`config.mk`:
```
export PLATFORM = sky130hd
export DESIGN_NAME = ialu_datapath
export DESIGN_NICKNAME = d
export VERILOG_FILES = /design/src/sv/ialu_pkg.sv /design/src/sv/ialu_datapath.sv
export SDC_FILE = /design/constraint.sdc
export NUM_CORES = 1
export LEC_CHECK = 0
export BUFFER_PORTS_ARGS = -buffer_cell sky130_fd_sc_hd__buf_2
export CORE_UTILIZATION = 30
export CTS_BUF_LIST = sky130_fd_sc_hd__clkbuf_16
export DETAILED_ROUTE_END_ITERATION = 10
export PLACE_DENSITY_LB_ADDON = 0.3
export SKIP_CTS_REPAIR_TIMING = 1
export SLEW_MARGIN = 20
export SYNTH_ARGS = -nofsm -noshare
export SYNTH_HDL_FRONTEND = slang
export SYNTH_SLANG_ARGS = --single-unit
```
`constraint.sdc`:
```
create_clock -name i_clk -period 11.5 [get_ports i_clk]
set_clock_uncertainty 0.2 [all_clocks]
set_input_delay 2.3 -clock i_clk [delete_from_list [all_inputs] [get_ports i_clk]]
set_output_delay 2.3 -clock i_clk [all_outputs]
set_load 0.01 [all_outputs]
```
`src/sv/ialu_pkg.sv`:
```
package ialu_pkg;

    localparam int unsigned NumRegsDefault = 7;
    localparam int unsigned DataWidth = 32;
    localparam int unsigned KindWidth = 4;
    localparam int unsigned IndexWidth = 3;
    localparam int unsigned CountWidth = 6;

    localparam logic [KindWidth-1:0] KIND_MOV = 4'd0;
    localparam logic [KindWidth-1:0] KIND_XOR = 4'd1;
    localparam logic [KindWidth-1:0] KIND_CMP = 4'd2;
    localparam logic [KindWidth-1:0] KIND_RCL = 4'd3;
    localparam logic [KindWidth-1:0] KIND_SUB = 4'd4;
    localparam logic [KindWidth-1:0] KIND_SBB = 4'd5;
    localparam logic [KindWidth-1:0] KIND_AND = 4'd6;
    localparam logic [KindWidth-1:0] KIND_ADD = 4'd7;
    localparam logic [KindWidth-1:0] KIND_ADC = 4'd8;
    localparam logic [KindWidth-1:0] KIND_OR  = 4'd9;
    localparam logic [KindWidth-1:0] KIND_SHR = 4'd10;
    localparam logic [KindWidth-1:0] KIND_SAR = 4'd11;
    localparam logic [KindWidth-1:0] KIND_SHL = 4'd12;
    localparam logic [KindWidth-1:0] KIND_ROR = 4'd13;

    typedef struct packed {
        logic [KindWidth-1:0]  kind;
        logic [IndexWidth-1:0] dest_index;
        logic                  dest_in_memory;
        logic [DataWidth-1:0]  memory_word;
        logic                  source_from_reg;
        logic [IndexWidth-1:0] source_index;
        logic [DataWidth-1:0]  source_value;
        logic [CountWidth-1:0] shift_count;
    } t_in_item;

    typedef struct packed {
        logic [DataWidth-1:0] dest_result;
        logic                 memory_write;
        logic [DataWidth-1:0] memory_data;
        logic                 carry_out;
        logic                 zero_out;
        logic                 sign_out;
        logic                 unsupported;
    } t_out_item;

    // controller to datapath
    typedef struct packed {
        logic load;
        logic step;
        logic finish;
    } t_cmd;

    // datapath to controller
    typedef struct packed {
        logic shifting;
        logic last_step;
    } t_status;

endpackage

```
`src/sv/ialu_datapath.sv`:
```
module ialu_datapath
    import ialu_pkg::*;
#(
    parameter int unsigned NUM_REGS = NumRegsDefault
) (
    input  logic      i_clk,
    input  logic      i_rst_n,
    input  t_in_item  i_item,
    input  t_cmd      i_cmd,
    output t_status   o_status,
    output t_out_item o_result
);

    localparam int unsigned Msb = DataWidth - 1;

    logic [DataWidth-1:0] r_regs [NUM_REGS];
    logic r_carry;
    logic r_zero;
    logic r_sign;

    t_in_item             r_item;
    logic [DataWidth-1:0] r_d;
    logic [DataWidth-1:0] r_src;
    logic                 r_bad;
    logic [CountWidth-1:0] r_cnt;
    logic                 r_shift_c;
    t_out_item            r_result;

    logic                 n_bad;
    logic                 uses_src;
    logic [DataWidth-1:0] n_src;
    logic [DataWidth-1:0] n_d;
    logic                 is_shift;
    logic [DataWidth-1:0] step_d;
    logic                 step_c;
    logic [DataWidth-1:0] fin_d;
    logic                 fin_c;
    logic                 fin_z;
    logic                 fin_s;

    always_comb begin
        uses_src = (i_item.kind <= KIND_OR) && (i_item.kind != KIND_RCL);
        n_bad = 1'b0;
        if (i_item.kind > KIND_ROR) n_bad = 1'b1;
        if (i_item.dest_in_memory && i_item.kind != KIND_MOV && i_item.kind != KIND_AND)
            n_bad = 1'b1;
        if (!i_item.dest_in_memory && 32'(i_item.dest_index) >= NUM_REGS) n_bad = 1'b1;
        if (i_item.kind == KIND_SBB && !i_item.source_from_reg) n_bad = 1'b1;
        if (uses_src && i_item.source_from_reg && 32'(i_item.source_index) >= NUM_REGS)
            n_bad = 1'b1;
        n_src = '0;
        if (uses_src) begin
            if (!i_item.source_from_reg) begin
                n_src = i_item.source_value;
            end else if (32'(i_item.source_index) < NUM_REGS) begin
                n_src = r_regs[i_item.source_index];
            end
        end
        n_d = '0;
        if (32'(i_item.dest_index) < NUM_REGS) n_d = r_regs[i_item.dest_index];
    end

    assign is_shift = !r_bad && !r_item.dest_in_memory && (r_item.kind == KIND_RCL
        || r_item.kind == KIND_SHR || r_item.kind == KIND_SAR
        || r_item.kind == KIND_SHL || r_item.kind == KIND_ROR);

    assign o_status.shifting = is_shift && (r_cnt != '0);
    assign o_status.last_step = (r_cnt == CountWidth'(1));

    // one bit per step
    always_comb begin
        step_d = r_d;
        step_c = r_shift_c;
        case (r_item.kind)
            KIND_RCL: begin
                step_d = {r_d[Msb-1:0], r_shift_c};
                step_c = r_d[Msb];
            end
            KIND_SHR: begin
                step_d = {1'b0, r_d[Msb:1]};
                step_c = r_d[0];
            end
            KIND_SAR: begin
                step_d = {r_d[Msb], r_d[Msb:1]};
                step_c = r_d[0];
            end
            KIND_SHL: begin
                step_d = {r_d[Msb-1:0], 1'b0};
                step_c = r_d[Msb];
            end
            KIND_ROR: step_d = {r_d[0], r_d[Msb:1]};
            default: ;
        endcase
    end

    always_comb begin
        fin_d = r_d;
        fin_c = r_carry;
        fin_z = r_zero;
        fin_s = r_sign;
        case (r_item.kind)
            KIND_MOV: fin_d = r_src;
            KIND_XOR: fin_d = r_d ^ r_src;
            KIND_CMP: begin
                if (r_d < r_src) begin
                    fin_c = 1'b1;
                    fin_z = 1'b0;
                    fin_s = 1'b1;
                end else begin
                    fin_c = 1'b0;
                    fin_z = (r_d == r_src);
                end
            end
            KIND_SUB: begin
                fin_c = (r_src > r_d);
                fin_d = r_d - r_src;
            end
            KIND_SBB: fin_d = r_d - (r_src + DataWidth'(r_carry));
            KIND_AND: fin_d = r_d & r_src;
            KIND_ADD: begin
                fin_d = r_d + r_src;
                fin_c = (fin_d < r_src);
            end
            KIND_ADC: begin
                fin_d = r_d + r_src + DataWidth'(r_carry);
                fin_c = (fin_d < r_src);
            end
            KIND_OR: fin_d = r_d | r_src;
            KIND_RCL, KIND_SHR, KIND_SAR, KIND_SHL: fin_c = r_shift_c;
            default: ;
        endcase
    end

    always_ff @(posedge i_clk) begin
        if (i_cmd.load) begin
            r_item <= i_item;
            r_bad <= n_bad;
            r_src <= n_src;
            r_d <= n_d;
            r_cnt <= i_item.shift_count;
            r_shift_c <= r_carry;
        end else if (i_cmd.step) begin
            r_d <= step_d;
            r_shift_c <= step_c;
            r_cnt <= r_cnt - CountWidth'(1);
        end
        if (i_cmd.finish) begin
            r_result.dest_result <= '0;
            r_result.memory_write <= 1'b0;
            r_result.memory_data <= '0;
            r_result.unsupported <= r_bad;
            r_result.carry_out <= r_carry;
            r_result.zero_out <= r_zero;
            r_result.sign_out <= r_sign;
            if (!r_bad) begin
                if (r_item.dest_in_memory) begin
                    r_result.memory_write <= 1'b1;
                    r_result.memory_data <= (r_item.kind == KIND_MOV) ? r_src
                                          : (r_item.memory_word & r_src);
                end else begin
                    r_result.dest_result <= fin_d;
                    r_result.carry_out <= fin_c;
                    r_result.zero_out <= fin_z;
                    r_result.sign_out <= fin_s;
                end
            end
        end
    end

    always_ff @(posedge i_clk) begin
        if (!i_rst_n) begin
            for (int i = 0; i < NUM_REGS; i++) r_regs[i] <= '0;
            r_carry <= 1'b0;
            r_zero <= 1'b0;
            r_sign <= 1'b0;
        end else if (i_cmd.finish && !r_bad && !r_item.dest_in_memory) begin
            r_regs[r_item.dest_index] <= fin_d;
            r_carry <= fin_c;
            r_zero <= fin_z;
            r_sign <= fin_s;
        end
    end

    assign o_result = r_result;

endmodule

```
==> results_dict.tcl <==
set metrics [dict create \
    drive_gt1_share_pct 13.1 \
    hold_viol_final 0 \
    root_buffer "clkbuf_16" \
    grt_pass1_vias 25500 \
    via_per_inst 5.90 \
    end_kind "flop" \
    multi_input_area_um2 17000 \
    avgSynthCellArea_um2 9.63 \
    synth_nets 3443 \
    path_common_cell "a21o_1" \
    cp.required_ps 11720 \
    htreeDepth 2 \
    grt_util_all_layers_pct 22.9 \
    area_growth_pct 11.7 \
    die_x_um 319 \
    antenna_found_initial 4 \
    dp_hpwl_um 85700 \
    place.gp.congestion 0.965 \
    num_vias 26600 \
    drt_drc_violations_left 0 \
    worstSetupStartpoint "r_src[9]" \
    critPathSlowestCell "ha_1" \
    layout.cells.non_filler 4506 \
    worstReg2RegEnd "o_result[3]" \
    p_leak_nw 13.1 \
    start_kind "flop" \
    grt_pass1_wl_um 174000 \
    diodes 0 \
    first_pass_iters 6 \
    crit_chain "inv_1, ha_1, nand4_1, a211oi_1, o21ai_0, xnor2_1, or4_1, nor2_1, xor2_1, ha_1, a21o_1, a21o_1, a21o_1, a21o_1, a21o_1, a31oi_1, a2111oi_0, a2bb2oi_1, a311oi_1" \
    die_h_um 319 \
    clkSinkCount 408 \
    synthArstFlopShare_pct 0 \
    min_period_ps 6730 \
    synth_top_area_share_pct 37.1 \
    regArea_um2 11900 \
    crit_path_max_fanout 23 \
    clock_latency_ps 600 \
    routedWlPerCell_um 26.7 \
    cts_buffers 45 \
    ant_nets 0 \
    worst_pin_slew_ps 1260 \
    layout.nets 3495 \
    holdWs_ps 278 \
    path_class "reg -> reg" \
    place_inst 4424 \
    fp-row-count 115 \
    synthFlopType "edfxtp_1" \
    status "finished, final reports clean" \
    core_area_um2 99000 \
    ys_ff_latch 408 \
    hold_end "r_sign" \
    synth_edf_count 373 \
    hold_path_depth 2 \
    finalCritPeriodShare_pct 58.5 \
    dieArea_um2 102000 \
    grt_overflow 0 \
    hold_path.startpoint "r_sign" \
    arrival_ps 6950 \
    yosys.cell_types.count 97 \
    yosysTopAreaCell "edfxtp_1" \
    crit_family "compound AO/OA/AOI/OAI gates" \
    cts_tree "yes" \
    drt_iter0_drc 3325 \
    path_clk_slew_ps 60 \
    pwr_density_cell_nw_per_um2 151 \
    r2r_start "r_src[9]" \
    setup_viol 0 \
    floorplan.initialDensity_pct 30.5 \
    r2r_cells 19 \
    r2r_slack_ps 4770 \
    nFillCells 10200 \
    drv_slew 0 \
    synth.area.top_cells "edfxtp_1 (37%), ha_1 (9.1%), mux4_2 (4.8%)" \
    cts_buffer_depth 3 \
    max_cap_viol_count 0 \
    clock.fmax_mhz 149 \
    rsz0062_at_grt "false" \
    yosysWarnings 0 \
    grt_max_degree 85 \
    pin_count 158 \
    yosysSeqAreaShare_pct 39.4 \
    peakVddDrop_mv 0.109 \
    max_stage_delay_ps 840 \
    crit_buf_inv 1 \
    postSynthCellCount 3133 \
    port_buffers 157 \
    min_path_type "reg -> reg" \
    syn-cell-area_um2 30200 \
    routed_wl_um 120000 \
    max_slew_margin_pct 15.7 \
    tns_ps 0 \
]
-- logic make-up (layout without fill, tap and decap cells) --
| logic type | Yosys count | after routing | synth area share (%) |
|---|---|---|---|
| adders and majority gates | 225 | 225 | 9.41 |
| AOI/OAI and AO/OA | 904 | 904 | 20.6 |
| and+or+nand+nor | 984 | 984 | 15.3 |
| DFF | 408 | 408 | 39.4 |
| muxes | 167 | 167 | 8.20 |
| buffers and inverters | 367 | 453 | 4.68 |
| xor gates and xnor gates | 78 | 78 | 2.40 |
-- where the power goes --
part / switching (W) / internal (W) / leakage [nW]
logic: 0.00126 / 0.000620 / 8.22
registers: 0.0000829 / 0.00172 / 4.14
clock network: 0.000626 / 0.000782 / 0.716
total: 0.00197 / 0.00312 / 13.1
-- layout by cell type, fill, tap and decap left out, types with 13 or more instances in the layout --
master	instances
nor2_1	358
mux4_2	64
a221oi_1	29
clkinv_1	13
nor3_1	72
o21a_1	24
edfxtp_1	373
a21o_1	39
o21ai_0	184
nand4_1	35
inv_1	165
nor2b_1	31
nand2_1	218
xor2_1	26
nand2b_1	27
a211oi_1	51
nor4_1	24
buf_4	62
a22oi_1	15
dfxtp_1	35
o211ai_1	100
clkbuf_16	47
and2_1	31
xnor2_1	48
mux2i_1	101
ha_1	219
and3_1	18
a21oi_1	204
nand3_1	74
or2_2	17
buf_2	151
o211a_1	36
o31ai_1	30
or3_1	16
o221ai_1	13
o2111ai_1	13
-- worst max-delay path by stage --
stage | to | slack [ps] | cells past startpoint
final | o_result[3] | 4770 | 19
after CTS | o_result[3] | 4910 | 17
after global routing | o_result[3] | 4390 | 15
after global placement | o_result[3] | 4900 | 17
after detailed placement | o_result[3] | 4920 | 20
after floorplan | o_result[3] | 5820 | 21
-- registers in the layout (all words and copies together), names as in the netlist --
name       flops
r_src         32
o_result      69
r_sign         1
r_item        40
r_zero         1
r_shift_c      1
r_cnt          6
r_regs       224
r_carry        1
r_bad          1
r_d           32
-- metrics by stage --
| stage | setup WS [ps] | total power (W) | cell area [um^2] | util [%] |
|---|---|---|---|---|
| 6_report | 4770 | 0.00509 | 33700 | 34.0 |
| 5_1_grt | 4390 | 0.00530 | 33700 | 34.0 |
| 4_1_cts | 4910 | 0.00505 | 33700 | 34.0 |
| 3_5_place_dp | 4920 | 0.00364 | 32300 | 32.6 |
| 3_3_place_gp | 4900 | 0.00365 | 32300 | 32.6 |
| 2_1_floorplan | 5820 | 0.00301 | 30200 | - |
-- final cells by class --
| class | count | area share (%) |
|---|---|---|
| Clock buffer | 47 | 3.49 |
| Clock inverter | 34 | 0.627 |
| Inverter | 157 | 1.75 |
| Multi-Input combinational cell | 2358 | 50.3 |
| Sequential cell | 408 | 35.3 |
| Tap cell | 1287 | 4.78 |
| Timing Repair Buffer | 215 | 3.74 |
-- tightest hold or removal path, delay by kind of cell, from the launching register on --
kind,cells,cell delay (ps)
flip-flops,1,330
AND/OR/NAND/NOR,1,70
AO/OA/AOI/OAI,1,40
-- metal layers --
layer,part of all wire (%),up-vias,global-route usage (%)
li1,-,11900,-
met5,0.036,-,0
met4,3.9,4,8.59
met2,46,1295,36.8
met3,7.8,246,3.21
met1,42,13200,31.1
-- synthesized netlist by cell type, drive strengths merged, types with 17 or more instances --
library cell and n:
nand4 35, o31ai 33, or2 17, clkbuf 159, mux4 64, buf 51, a21oi 208, nand2 226
dfxtp 35, o211ai 102, nor2 361, and2 31, a221oi 30, or4 17, o211a 37, nand2b 27
inv 156, xor2 27, edfxtp 373, o21ai 196, a211oi 58, nor2b 34, a21o 39, and3 18
nor4 27, nor3 75, xnor2 51, mux2i 101, nand3 76, o21a 24, ha 219
(Power assumes the default switching activity.)
