### config.mk
export PLATFORM = sky130hd
export DESIGN_NAME = ialu_ctrl
export DESIGN_NICKNAME = d
export VERILOG_FILES = /design/src/sv/ialu_pkg.sv /design/src/sv/ialu_ctrl.sv
export SDC_FILE = /design/constraint.sdc
export NUM_CORES = 1
export LEC_CHECK = 0
export BUFFER_PORTS_ARGS = -buffer_cell sky130_fd_sc_hd__buf_2
export CAP_MARGIN = 15
export CORE_AREA = 2 2 39 41
export CTS_CLUSTER_DIAMETER = 30
export DETAILED_ROUTE_END_ITERATION = 10
export DIE_AREA = 0 0 41 43
export SYNTH_ARGS = -nofsm -noshare
export SYNTH_HDL_FRONTEND = slang
export SYNTH_SLANG_ARGS = --single-unit
### constraint.sdc
create_clock -name i_clk -period 1.3 [get_ports i_clk]
set_clock_uncertainty 0.1 [all_clocks]
set_input_delay 0.39 -clock i_clk [delete_from_list [all_inputs] [get_ports i_clk]]
set_output_delay 0.39 -clock i_clk [all_outputs]
set_load 0.03 [all_outputs]
### src/sv/ialu_pkg.sv
package ialu_pkg;

    localparam int unsigned NumRegsDefault = 7;
    localparam int unsigned DataWidth = 32;
    localparam int unsigned KindWidth = 4;
    localparam int unsigned IndexWidth = 3;
    localparam int unsigned CountWidth = 6;

    localparam logic [KindWidth-1:0] KIND_MOV = 4'd0;
    localparam logic [KindWidth-1:0] KIND_XOR = 4'd1;
    localparam logic [KindWidth-1:0] KIND_CMP = 4'd2;
    localparam logic [KindWidth-1:0] KIND_RCL = 4'd3;
    localparam logic [KindWidth-1:0] KIND_SUB = 4'd4;
    localparam logic [KindWidth-1:0] KIND_SBB = 4'd5;
    localparam logic [KindWidth-1:0] KIND_AND = 4'd6;
    localparam logic [KindWidth-1:0] KIND_ADD = 4'd7;
    localparam logic [KindWidth-1:0] KIND_ADC = 4'd8;
    localparam logic [KindWidth-1:0] KIND_OR  = 4'd9;
    localparam logic [KindWidth-1:0] KIND_SHR = 4'd10;
    localparam logic [KindWidth-1:0] KIND_SAR = 4'd11;
    localparam logic [KindWidth-1:0] KIND_SHL = 4'd12;
    localparam logic [KindWidth-1:0] KIND_ROR = 4'd13;

    typedef struct packed {
        logic [KindWidth-1:0]  kind;
        logic [IndexWidth-1:0] dest_index;
        logic                  dest_in_memory;
        logic [DataWidth-1:0]  memory_word;
        logic                  source_from_reg;
        logic [IndexWidth-1:0] source_index;
        logic [DataWidth-1:0]  source_value;
        logic [CountWidth-1:0] shift_count;
    } t_in_item;

    typedef struct packed {
        logic [DataWidth-1:0] dest_result;
        logic                 memory_write;
        logic [DataWidth-1:0] memory_data;
        logic                 carry_out;
        logic                 zero_out;
        logic                 sign_out;
        logic                 unsupported;
    } t_out_item;

    // controller to datapath
    typedef struct packed {
        logic load;
        logic step;
        logic finish;
    } t_cmd;

    // datapath to controller
    typedef struct packed {
        logic shifting;
        logic last_step;
    } t_status;

endpackage

### src/sv/ialu_ctrl.sv
module ialu_ctrl
    import ialu_pkg::*;
(
    input  logic    i_clk,
    input  logic    i_rst_n,
    input  logic    i_in_valid,
    output logic    o_in_ready,
    output logic    o_out_valid,
    input  logic    i_out_ready,
    input  t_status i_status,
    output t_cmd    o_cmd
);

    localparam logic [1:0] ST_IDLE  = 2'd0;
    localparam logic [1:0] ST_EXEC  = 2'd1;
    localparam logic [1:0] ST_SHIFT = 2'd2;
    localparam logic [1:0] ST_DONE  = 2'd3;

    logic [1:0] r_state;
    logic [1:0] n_state;

    always_comb begin
        n_state = r_state;
        o_cmd = '0;
        o_in_ready = 1'b0;
        o_out_valid = 1'b0;
        case (r_state)
            ST_IDLE: begin
                o_in_ready = 1'b1;
                if (i_in_valid) begin
                    o_cmd.load = 1'b1;
                    n_state = ST_EXEC;
                end
            end
            ST_EXEC: begin
                if (i_status.shifting) begin
                    n_state = ST_SHIFT;
                end else begin
                    o_cmd.finish = 1'b1;
                    n_state = ST_DONE;
                end
            end
            ST_SHIFT: begin
                o_cmd.step = 1'b1;
                if (i_status.last_step) begin
                    n_state = ST_EXEC;
                end
            end
            ST_DONE: begin
                o_out_valid = 1'b1;
                if (i_out_ready) begin
                    n_state = ST_IDLE;
                end
            end
            default: n_state = ST_IDLE;
        endcase
    end

    always_ff @(posedge i_clk) begin
        if (!i_rst_n) begin
            r_state <= ST_IDLE;
        end else begin
            r_state <= n_state;
        end
    end

endmodule

==> metrics.cfg, run 1 <==
[sta]
timing.setup.tns_ns = -0.5454
rsz0062_at_grt = true
hold_viol_final = 0
final.period_utilization = 1.102
post-route-worst-setup-slack_ns = -0.1320
max_slew_margin = 0.8904
timing_max_transition_violations_final = 0
final.min_clock_period_ns = 1.432
achievable-frequency_mhz = 698.3
worst_pin_slew_ns = 0.1598
setup-violations-final = 5

[finish]
max_ffs_per_register = 2
post_layout_nonfiller_instances = 51
layout.core_utilization = 0.2541
design.final.nets = 43
regMostFlops = r_state
reg_top3 = r_state (2)
synthToLayoutAreaGrowth_pct = 132.2
layout-drive-gt1-share = 0.8000
num_antenna_cells = 0
layout.filler_cells = 160

[cts]
clkLatencyLatePin_ns = 0.22
clk_path_buf_depth = 2
clock_sink_count = 2
cts_hold_repair.buffers = 0
tritoncts_clock_tree = yes
clkSlewWorstSetupHoldPaths_ns = 0.03
cts_max_level = 1
numCtsBuffers = 3
clock-root-buffer = sky130_fd_sc_hd__clkbuf_4

[synth]
synth_fp_nets = 22
yosys-top-cells-area = sky130_fd_sc_hd__dfxtp_1, sky130_fd_sc_hd__mux2_4, sky130_fd_sc_hd__nor3b_1
synth_top_area_share = 0.2645
synth_flop_cell = sky130_fd_sc_hd__dfxtp_1
post_synth_num_cell_types = 13
number_of_enable_flip_flop_cells_after_synthesis = 0
post_synth_most_frequent_cells = sky130_fd_sc_hd__and2_1, sky130_fd_sc_hd__dfxtp_1, sky130_fd_sc_hd__nor3b_1
postSynthAreaPerCell_um2 = 9.462
main_combinational_cell_family_by_area_after_synthesis = simple AND/OR/NAND/NOR gates
synth.yosys.seq_area_share = 0.2645
synth_compound_gate_area_share = 0.1818
syn-instance-count = 16
synth_area_um2 = 151.4
synth_simple_gate_area_share = 0.3140
muxShareOfSynthArea = 0.1653
yosys.area.top_type = sky130_fd_sc_hd__dfxtp_1
synthArstFlopShare = 0
synth_fa_ha_area_frac = 0
synth_xor_xnor_area_share = 0
synth.ff_latch_count = 2
ys.warnings.count = 0

[status]
status = finished with violations
failed_checks = negative setup slack

[critical_path]
timing.critical_path.max_delay_family = flip-flops
critical_path.max_stage_delay_ns = 0.35
data_arrival_at_the_endpoint_of_the_critical_path_ns = 0.94
worstSetupStartpointType = register
worst-endpoint-required_ns = 0.81
path_class = reg -> out
setup.worst_path.end_class = output pin
path_buf_inv = 1
critPathSlowestCell = sky130_fd_sc_hd__dfxtp_4
worst_path_cell_chain = nor2_4, and2_4, buf_6
crit_fanout = 5

[placement]
detailedPlace.worstSlack_ns = -0.1255
port-buffer-count = 10
hpwlAfterDp_um = 298.2
routabilityCongestion = 0.4768
place.detailed.instances = 45

[power_and_ir_drop]
intPower_w = 0.0002643
power.density_nw_per_um2 = 1077
finalPower_w = 0.0003786
p_switching_w = 0.0001143
seq_power_share = 0.223
power_switching_share = 0.3018
worst_ir_drop_vdd_uv = 243.3
clock_power_share = 0.356
comb_power_share = 0.421
total_leakage_power_nw = 0.1595

[routing]
detail_route.wl_per_cell_um = 8.529
drt_iter0_drc = 0
antenna_left = 0
vias_per_cell = 3.529
post-route-drc-count = 0
drt_wl_total_um = 435
routed-via-count = 180
drt_pass1_iterations = 1

[floorplanning]
dieWidth_um = 41
boundaryPins = 11
floorplan.die_area_um2 = 1763
initial_standard_cell_utilization_of_the_core = 0.1094
num_rows = 14
core-area_um2 = 1384
height_of_the_die_um = 43

[global_route]
grt_start_max_net_pins = 7
grt_first_pass_wirelength_um = 724
grt_overflow = 0
antenna_found_initial = 0
vias_in_the_first_global_route = 212
globalRouteTotalUtil = 0.06112

[flow_run]
maxCapViolations = 0

[hold_path]
min_path_type = in -> reg

## through the flow
| stage | area [um2] | hold slack, ns |
|---|---|---|
| 3_3_place_gp | 262.8 | 0.5345 |
| 5_1_grt | 351.6 | 0.3320 |
| 4_1_cts | 337.8 | 0.2993 |
| 2_1_floorplan | 173.9 | 0.4077 |
| 6_report | 351.6 | 0.3035 |
| 3_5_place_dp | 262.8 | 0.5353 |
## layout make-up
| class | instances | area, um2 | share of cell area |
|---|---|---|---|
| clock buffers | 3 | 22.52 | 0.06406 |
| multi-input cells | 13 | 123.9 | 0.3523 |
| flip-flops and latches | 2 | 47.55 | 0.1352 |
| well taps | 16 | 20.02 | 0.05694 |
| repair buffers | 17 | 137.6 | 0.3915 |
## routing by layer
| layer | track usage | up-vias | share of wire |
|---|---|---|---|
| met4 | 0.06000 | 0 | 0 |
| met1 | 0.05112 | 81 | 0.36 |
| met5 | 0 | - | 0 |
| li1 | - | 93 | - |
| met3 | 0.01047 | 0 | 0.069 |
| met2 | 0.1063 | 6 | 0.57 |
## worst paths after layout
check | slack, ns | startpoint | cells after the start | endpoint
worst max-delay path | -0.13 | r_state[0]$_SDFFE_PN0P_ | 3 | o_cmd[2]
worst min-delay path | 0.30 | i_rst_n | 2 | r_state[1]$_SDFFE_PN0P_
worst max register to register | 0.04 | r_state[1]$_SDFFE_PN0P_ | 4 | r_state[0]$_SDFFE_PN0P_
worst min register to register | 0.52 | r_state[1]$_SDFFE_PN0P_ | 2 | r_state[0]$_SDFFE_PN0P_
## worst reg2reg max path, stage by stage (launching register included)
cell                      delay, ns
sky130_fd_sc_hd__dfxtp_4       0.36
sky130_fd_sc_hd__buf_4         0.14
sky130_fd_sc_hd__buf_4         0.13
sky130_fd_sc_hd__mux2_4        0.29
sky130_fd_sc_hd__o22ai_2       0.15
## logic make-up after synthesis
kind of cell	after synthesis
mux	2
simple gates	8
buf+inv	1
compound gates	3
flops	2
## placed cells by master, fill, tap and decap left out, types with 2 or more instances in the layout
cell type,instances
sky130_fd_sc_hd__clkbuf_4,3
sky130_fd_sc_hd__buf_6,6
sky130_fd_sc_hd__dfxtp_4,2
sky130_fd_sc_hd__buf_2,5
sky130_fd_sc_hd__buf_4,6
## power by group through the flow
stage / Sequential, W / Clock, W / Combinational [W]
2_1_floorplan: 0.0000778 / 0 / 0.0000857
3_3_place_gp: 0.0000845 / 0 / 0.000116
3_5_place_dp: 0.0000850 / 0 / 0.000117
4_1_cts: 0.0000846 / 0.000144 / 0.000145
5_1_grt: 0.0000855 / 0.000145 / 0.000172
6_report: 0.0000845 / 0.000135 / 0.000159
## timing repair
action	CTS	global route
gates cloned	0	0
pin swaps	1	0
setup buffers	2	1
gates resized for setup	14	3
endpoints found under the setup margin	5	5
Note: power is estimated with default switching activity, not from simulation.
==> run 2: changes to the inputs <==
- PLACE_DENSITY: unset -> 0.37
==> run 2 against run 1 <==
Compared with the run above: combinational power barely moved; total power decreased by 0.48%; sequential cell count unchanged; critical path depth is the same; highest routed layer unchanged; worst hold slack better by 0.011 ns; design area up 1.1%; worst setup slack lost 0.0016 ns; critical endpoint is now o_cmd[1]; global-route usage increased by 1.3 points; sequential power down 0.6%; sequential share of layout area is 0.14 points lower; die area unchanged; clock-buffer cell count did not move; the run still ends with negative setup slack left.
==> metrics.cfg, run 2 (same netlist as run 1, synthesis figures left out) <==
[power_and_ir_drop]
power.density_nw_per_um2 = 1060  ; was 1077 nW/um2
total_leakage_power_nw = 0.1639  ; was 0.1595 nW
worst_ir_drop_vdd_uv = 410.8  ; was 243.3 uV

[critical_path]
data_arrival_at_the_endpoint_of_the_critical_path_ns = 0.94  ; about the same
crit_fanout = 6  ; was 5
timing.reg2reg.worst_path_depth = 4  ; unchanged
setup.worst_path.end_class = output pin  ; unchanged
path_class = reg -> out  ; unchanged
worstSetupStartpointType = register  ; unchanged
worst-endpoint-required_ns = 0.81  ; about the same

[finish]
layout.core_utilization = 0.2568  ; was 0.2541
regMostFlops = r_state  ; unchanged
design.final.nets = 44  ; was 43
layout_common_cells = sky130_fd_sc_hd__buf_4, sky130_fd_sc_hd__buf_2, sky130_fd_sc_hd__buf_6  ; was sky130_fd_sc_hd__buf_6, sky130_fd_sc_hd__buf_4, sky130_fd_sc_hd__buf_2
synthToLayoutAreaGrowth_pct = 134.7  ; was 132.2%
reg_top3 = r_state (2)  ; unchanged
post_layout_nonfiller_instances = 52  ; was 51
max_ffs_per_register = 2  ; unchanged
layout_commonest_cell = sky130_fd_sc_hd__buf_4
num_antenna_cells = 0  ; unchanged
layout-drive-gt1-share = 0.8056  ; was 0.8000

[routing]
antenna_left = 0  ; unchanged
drt_wl_total_um = 472  ; was 435 um
post-route-drc-count = 0  ; unchanged
vias_per_cell = 3.654  ; was 3.529
drt_pass1_iterations = 2  ; was 1
routed-via-count = 190  ; was 180
drt_iter0_drc = 2  ; was 0
detail_route.wl_per_cell_um = 9.077  ; was 8.529 um

[sta]
achievable-frequency_mhz = 697.6  ; was 698.3 MHz
timing_max_transition_violations_final = 0  ; unchanged
worst_pin_slew_ns = 0.1952  ; was 0.1598 ns
final.period_utilization = 1.103  ; was 1.102
final.min_clock_period_ns = 1.434  ; was 1.432 ns
setup-violations-final = 5  ; unchanged
post-route-worst-setup-slack_ns = -0.1336  ; was -0.1320 ns
rsz0062_at_grt = true  ; unchanged
hold_viol_final = 0  ; unchanged
max_slew_margin = 0.8662  ; was 0.8904

[hold_path]
worstHoldPathCells = 2  ; unchanged
min_path_type = in -> reg  ; unchanged

[floorplanning]
num_rows = 14  ; unchanged
core-area_um2 = 1384  ; unchanged
floorplan.die_area_um2 = 1763  ; unchanged
dieWidth_um = 41  ; unchanged
height_of_the_die_um = 43  ; unchanged
boundaryPins = 11  ; unchanged
initial_standard_cell_utilization_of_the_core = 0.1094  ; unchanged

[placement]
port-buffer-count = 10  ; unchanged
routabilityCongestion = 0.5979  ; was 0.4768
place.detailed.instances = 46  ; was 45
detailedPlace.worstSlack_ns = -0.08699  ; was -0.1255 ns
hpwlAfterDp_um = 321.4  ; was 298.2 um

[global_route]
grt_start_max_net_pins = 7  ; unchanged
antenna_found_initial = 0  ; unchanged
globalRouteTotalUtil = 0.07407  ; was 0.06112
grt_first_pass_wirelength_um = 800  ; was 724 um
vias_in_the_first_global_route = 201  ; was 212
grt_overflow = 0  ; unchanged

[flow_run]
maxCapViolations = 0  ; unchanged

[cts]
clkSlewWorstSetupHoldPaths_ns = 0.03  ; about the same
clock_sink_count = 2  ; unchanged
clock-root-buffer = sky130_fd_sc_hd__clkbuf_4  ; unchanged
clk_path_buf_depth = 2  ; unchanged
numCtsBuffers = 3  ; unchanged
tritoncts_clock_tree = yes  ; unchanged
cts_max_level = 1  ; unchanged
cts_hold_repair.buffers = 0  ; unchanged
clkLatencyLatePin_ns = 0.22  ; about the same

[status]
status = finished with violations  ; unchanged
failed_checks = negative setup slack  ; unchanged

run 2: power by group:
group | internal, W | switching, W | leakage, nW
registers | 0.0000697 | 0.0000143 | 0.0178
logic | 0.0000908 | 0.0000669 | 0.132
clock network | 0.000102 | 0.0000334 | 0.0138
total | 0.000262 | 0.000115 | 0.164
run 2: layout make-up:
type	count	area, um2
Fill cell	155	1028
Timing Repair Buffer	18	141.4
Multi-Input combinational cell	13	123.9
Sequential cell	2	47.55
Clock buffer	3	22.52
Tap cell	16	20.02
run 2: through the flow:
stage / instance area (um2) / power (W) / setup TNS, ns / hold slack (ns)
after floorplan: 173.9 / 0.0001635 / -0.09669 / 0.4077
after global placement: 270.3 / 0.0002050 / -0.2204 / 0.4841
after detailed placement: 270.3 / 0.0002041 / -0.2278 / 0.5099
after CTS: 352.8 / 0.0003836 / -0.5815 / 0.3088
after global routing: 355.3 / 0.0004132 / -0.7242 / 0.3258
final: 355.3 / 0.0003768 / -0.4808 / 0.3148
run 2: final timing paths:
| path | startpoint | endpoint | slack [ns] |
|---|---|---|---|
| worst min register to register | r_state[0]$_SDFFE_PN0P_ | r_state[0]$_SDFFE_PN0P_ | 0.59 |
| worst max register to register | r_state[1]$_SDFFE_PN0P_ | r_state[0]$_SDFFE_PN0P_ | 0.04 |
| worst min-delay path | i_rst_n | r_state[1]$_SDFFE_PN0P_ | 0.31 |
| worst max-delay path | r_state[0]$_SDFFE_PN0P_ | o_cmd[1] | -0.13 |
run 2: layer usage:
layer / wire length [um] / part of all wire / global-route usage / up-vias
met5: 0 / 0 / 0 / -
met4: 0 / 0 / 0.06000 / 0
met2: 223 / 0.47 / 0.1031 / 11
met1: 184 / 0.39 / 0.07006 / 83
met3: 64 / 0.14 / 0.05236 / 0
li1: - / - / - / 96
run 2: what timing repair did:
item / in CTS / in global routing
buffers inserted: 3 / 0
resized for setup: 14 / 2
pin swaps: 2 / 1
setup endpoints to repair: 5 / 5
run 2: critical path, cell delays in order, from the launching register on:
cell and delay [ns]:
sky130_fd_sc_hd__dfxtp_4 0.36, sky130_fd_sc_hd__buf_6 0.11, sky130_fd_sc_hd__nor2b_2 0.11, sky130_fd_sc_hd__buf_6 0.14
==> run 3: changes to the inputs <==
--- a/constraint.sdc
+++ b/constraint.sdc
@@ -3,3 +3,3 @@
 set_input_delay 0.39 -clock i_clk [delete_from_list [all_inputs] [get_ports i_clk]]
 set_output_delay 0.39 -clock i_clk [all_outputs]
-set_load 0.03 [all_outputs]
+set_load 0.02 [all_outputs]
==> run 3 against run 2 <==
Compared with the run above: the flow still finishes with violations (negative setup slack); first-iteration DRC count is 100% lower; utilization down 3.9 points; final cell count is 9.6% lower; clock power is 5% higher; worst setup slack gained 0.017 ns; design area shrank 15%; sequential share of layout area rose by 2.4 points; largest cell class is now multi-input gates.
==> metrics.cfg, run 3 (same netlist as run 1, synthesis figures left out) <==
[critical_path]
worstSetupStartpointType = register  ; unchanged
crit_fanout = 5  ; was 6
timing.rr.start = r_state[1]$_SDFFE_PN0P_  ; unchanged
rrSetupSlack_ns = 0.27  ; was 0.04 ns
setup.worst_path.end_class = output pin  ; unchanged
worst-endpoint-required_ns = 0.81  ; about the same
path_class = reg -> out  ; unchanged
timing.reg2reg.worst_path_depth = 2  ; was 4
data_arrival_at_the_endpoint_of_the_critical_path_ns = 0.93  ; was 0.94 ns
worstReg2RegEnd = r_state[0]$_SDFFE_PN0P_  ; unchanged

[sta]
rsz0062_at_grt = true  ; unchanged
post-route-worst-setup-slack_ns = -0.1162  ; was -0.1336 ns
hold_viol_final = 0  ; unchanged
achievable-frequency_mhz = 706.1  ; was 697.6 MHz
max_slew_margin = 0.8905  ; was 0.8662
setup-violations-final = 5  ; unchanged
final.min_clock_period_ns = 1.416  ; was 1.434 ns
final.period_utilization = 1.089  ; was 1.103
worst_pin_slew_ns = 0.1597  ; was 0.1952 ns
timing_max_transition_violations_final = 0  ; unchanged
finalHoldWorstSlack_ns = 0.2977  ; was 0.3148 ns

[power_and_ir_drop]
intPower_w = 0.0002451  ; was 0.0002623 W
comb_power_share = 0.354  ; was 0.419
power_switching_share = 0.2944  ; was 0.3039
p_switching_w = 0.0001022  ; was 0.0001145 W
clock_power_share = 0.407  ; was 0.358
total_leakage_power_nw = 0.1360  ; was 0.1639 nW
seq_power_share = 0.239  ; was 0.223
worst_ir_drop_vdd_uv = 242.5  ; was 410.8 uV
power.density_nw_per_um2 = 1152  ; was 1060 nW/um2
finalPower_w = 0.0003473  ; was 0.0003768 W

[routing]
antenna_left = 0  ; unchanged
routed-via-count = 166  ; was 190
post-route-drc-count = 0  ; unchanged
drt_iter0_drc = 0  ; was 2
vias_per_cell = 3.532  ; was 3.654
detail_route.wl_per_cell_um = 8.681  ; was 9.077 um
drt_pass1_iterations = 1  ; was 2
drt_wl_total_um = 408  ; was 472 um

[cts]
clock_sink_count = 2  ; unchanged
clkSlewWorstSetupHoldPaths_ns = 0.03  ; about the same
clock-root-buffer = sky130_fd_sc_hd__clkbuf_4  ; unchanged
clk_path_buf_depth = 2  ; unchanged
numCtsBuffers = 3  ; unchanged
cts_hold_repair.buffers = 0  ; unchanged
cts_max_level = 1  ; unchanged
clkLatencyLatePin_ns = 0.23  ; was 0.22 ns
tritoncts_clock_tree = yes  ; unchanged

[global_route]
grt_start_max_net_pins = 8  ; was 7
grt_first_pass_wirelength_um = 634  ; was 800 um
antenna_found_initial = 0  ; unchanged
vias_in_the_first_global_route = 175  ; was 201
grt_overflow = 0  ; unchanged
globalRouteTotalUtil = 0.06006  ; was 0.07407

[hold_path]
min_path_type = in -> reg  ; unchanged
worstHoldPathCells = 2  ; unchanged
holdCritStartpoint = i_rst_n  ; unchanged
worstHoldEndpoint = r_state[1]$_SDFFE_PN0P_  ; unchanged

[flow_run]
maxCapViolations = 0  ; unchanged

[finish]
max_ffs_per_register = 2  ; unchanged
layout.filler_cells = 154  ; was 155
regMostFlops = r_state  ; unchanged
layout_common_cells = sky130_fd_sc_hd__buf_2, sky130_fd_sc_hd__buf_4, sky130_fd_sc_hd__clkbuf_4, sky130_fd_sc_hd__buf_6, sky130_fd_sc_hd__dfxtp_4  ; was sky130_fd_sc_hd__buf_4, sky130_fd_sc_hd__buf_2, sky130_fd_sc_hd__buf_6
num_antenna_cells = 0  ; unchanged
reg_top3 = r_state (2)  ; unchanged
synthToLayoutAreaGrowth_pct = 99.17  ; was 134.7%
layout-drive-gt1-share = 0.7419  ; was 0.8056
layout.core_utilization = 0.2179  ; was 0.2568
design.final.nets = 39  ; was 44

[floorplanning]
initial_standard_cell_utilization_of_the_core = 0.1094  ; unchanged
boundaryPins = 11  ; unchanged
dieWidth_um = 41  ; unchanged
floorplan.die_area_um2 = 1763  ; unchanged
num_rows = 14  ; unchanged
core-area_um2 = 1384  ; unchanged
height_of_the_die_um = 43  ; unchanged

[status]
failed_checks = negative setup slack  ; unchanged
status = finished with violations  ; unchanged

[placement]
port-buffer-count = 10  ; unchanged
detailedPlace.worstSlack_ns = -0.01053  ; was -0.08699 ns
routabilityCongestion = 0.5814  ; was 0.5979

run 3: cell types whose count changed in the layout (fill, tap and decap cells not counted), sizes merged:
cell | previous run | this run
buf | 18 | 13
run 3: area by class of cell:
cell class	count	area [um2]	area share
multi-input cells	13	115.1	0.3817
repair buffers	13	96.34	0.3195
flip-flops and latches	2	47.55	0.1577
clock buffers	3	22.52	0.07469
well taps	16	20.02	0.06639
run 3: metal layers:
| layer | GRT usage | share of wire |
|---|---|---|
| met5 | 0 | 0 |
| met2 | 0.07813 | 0.46 |
| met4 | 0.08000 | 0.039 |
| met1 | 0.05414 | 0.45 |
| met3 | 0.03141 | 0.054 |
run 3: critical path: stages, from the launching register on:
cell and delay, ns:
sky130_fd_sc_hd__dfxtp_4 0.35, sky130_fd_sc_hd__nor2_4 0.10, sky130_fd_sc_hd__and2_4 0.14, sky130_fd_sc_hd__buf_6 0.11
run 3: stage by stage:
stage	setup TNS, ns	instance area [um2]	std cells
2_1_floorplan	-0.08497	158.9	16
3_3_place_gp	0	232.7	43
3_5_place_dp	-0.01522	232.7	43
4_1_cts	-0.5450	299.0	47
5_1_grt	-0.6951	301.5	47
6_report	-0.4529	301.5	47
run 3: timing repair:
item	in CTS	in global routing
endpoints found under the hold margin	0	0
resized for setup	13	1
buffers inserted	1	0
endpoints found under the setup margin	5	5
pin swaps	2	0
run 3: worst max path at each step:
| stage | start | end | slack, ns | cells past startpoint |
|---|---|---|---|---|
| finish | r_state[0]$_SDFFE_PN0P_ | o_cmd[2] | -0.12 | 3 |
| global route | r_state[0]$_SDFFE_PN0P_ | o_cmd[2] | -0.16 | 3 |
| CTS | r_state[0]$_SDFFE_PN0P_ | o_cmd[2] | -0.14 | 3 |
| detailed placement | i_status[1] | o_cmd[0] | -0.01 | 3 |
| global placement | i_status[1] | o_cmd[0] | 0.007 | 3 |
| floorplan | r_state[1]$_SDFFE_PN0P_ | o_cmd[2] | -0.08 | 3 |
run 3: power by group through the flow:
stage	logic, W	registers, W	clock network (W)
floorplan	0.0000657	0.0000756	0
global placement	0.0000927	0.0000803	0
detailed placement	0.0000939	0.0000809	0
CTS	0.000121	0.0000837	0.000148
global route	0.000132	0.0000847	0.000155
finish	0.000123	0.0000829	0.000142
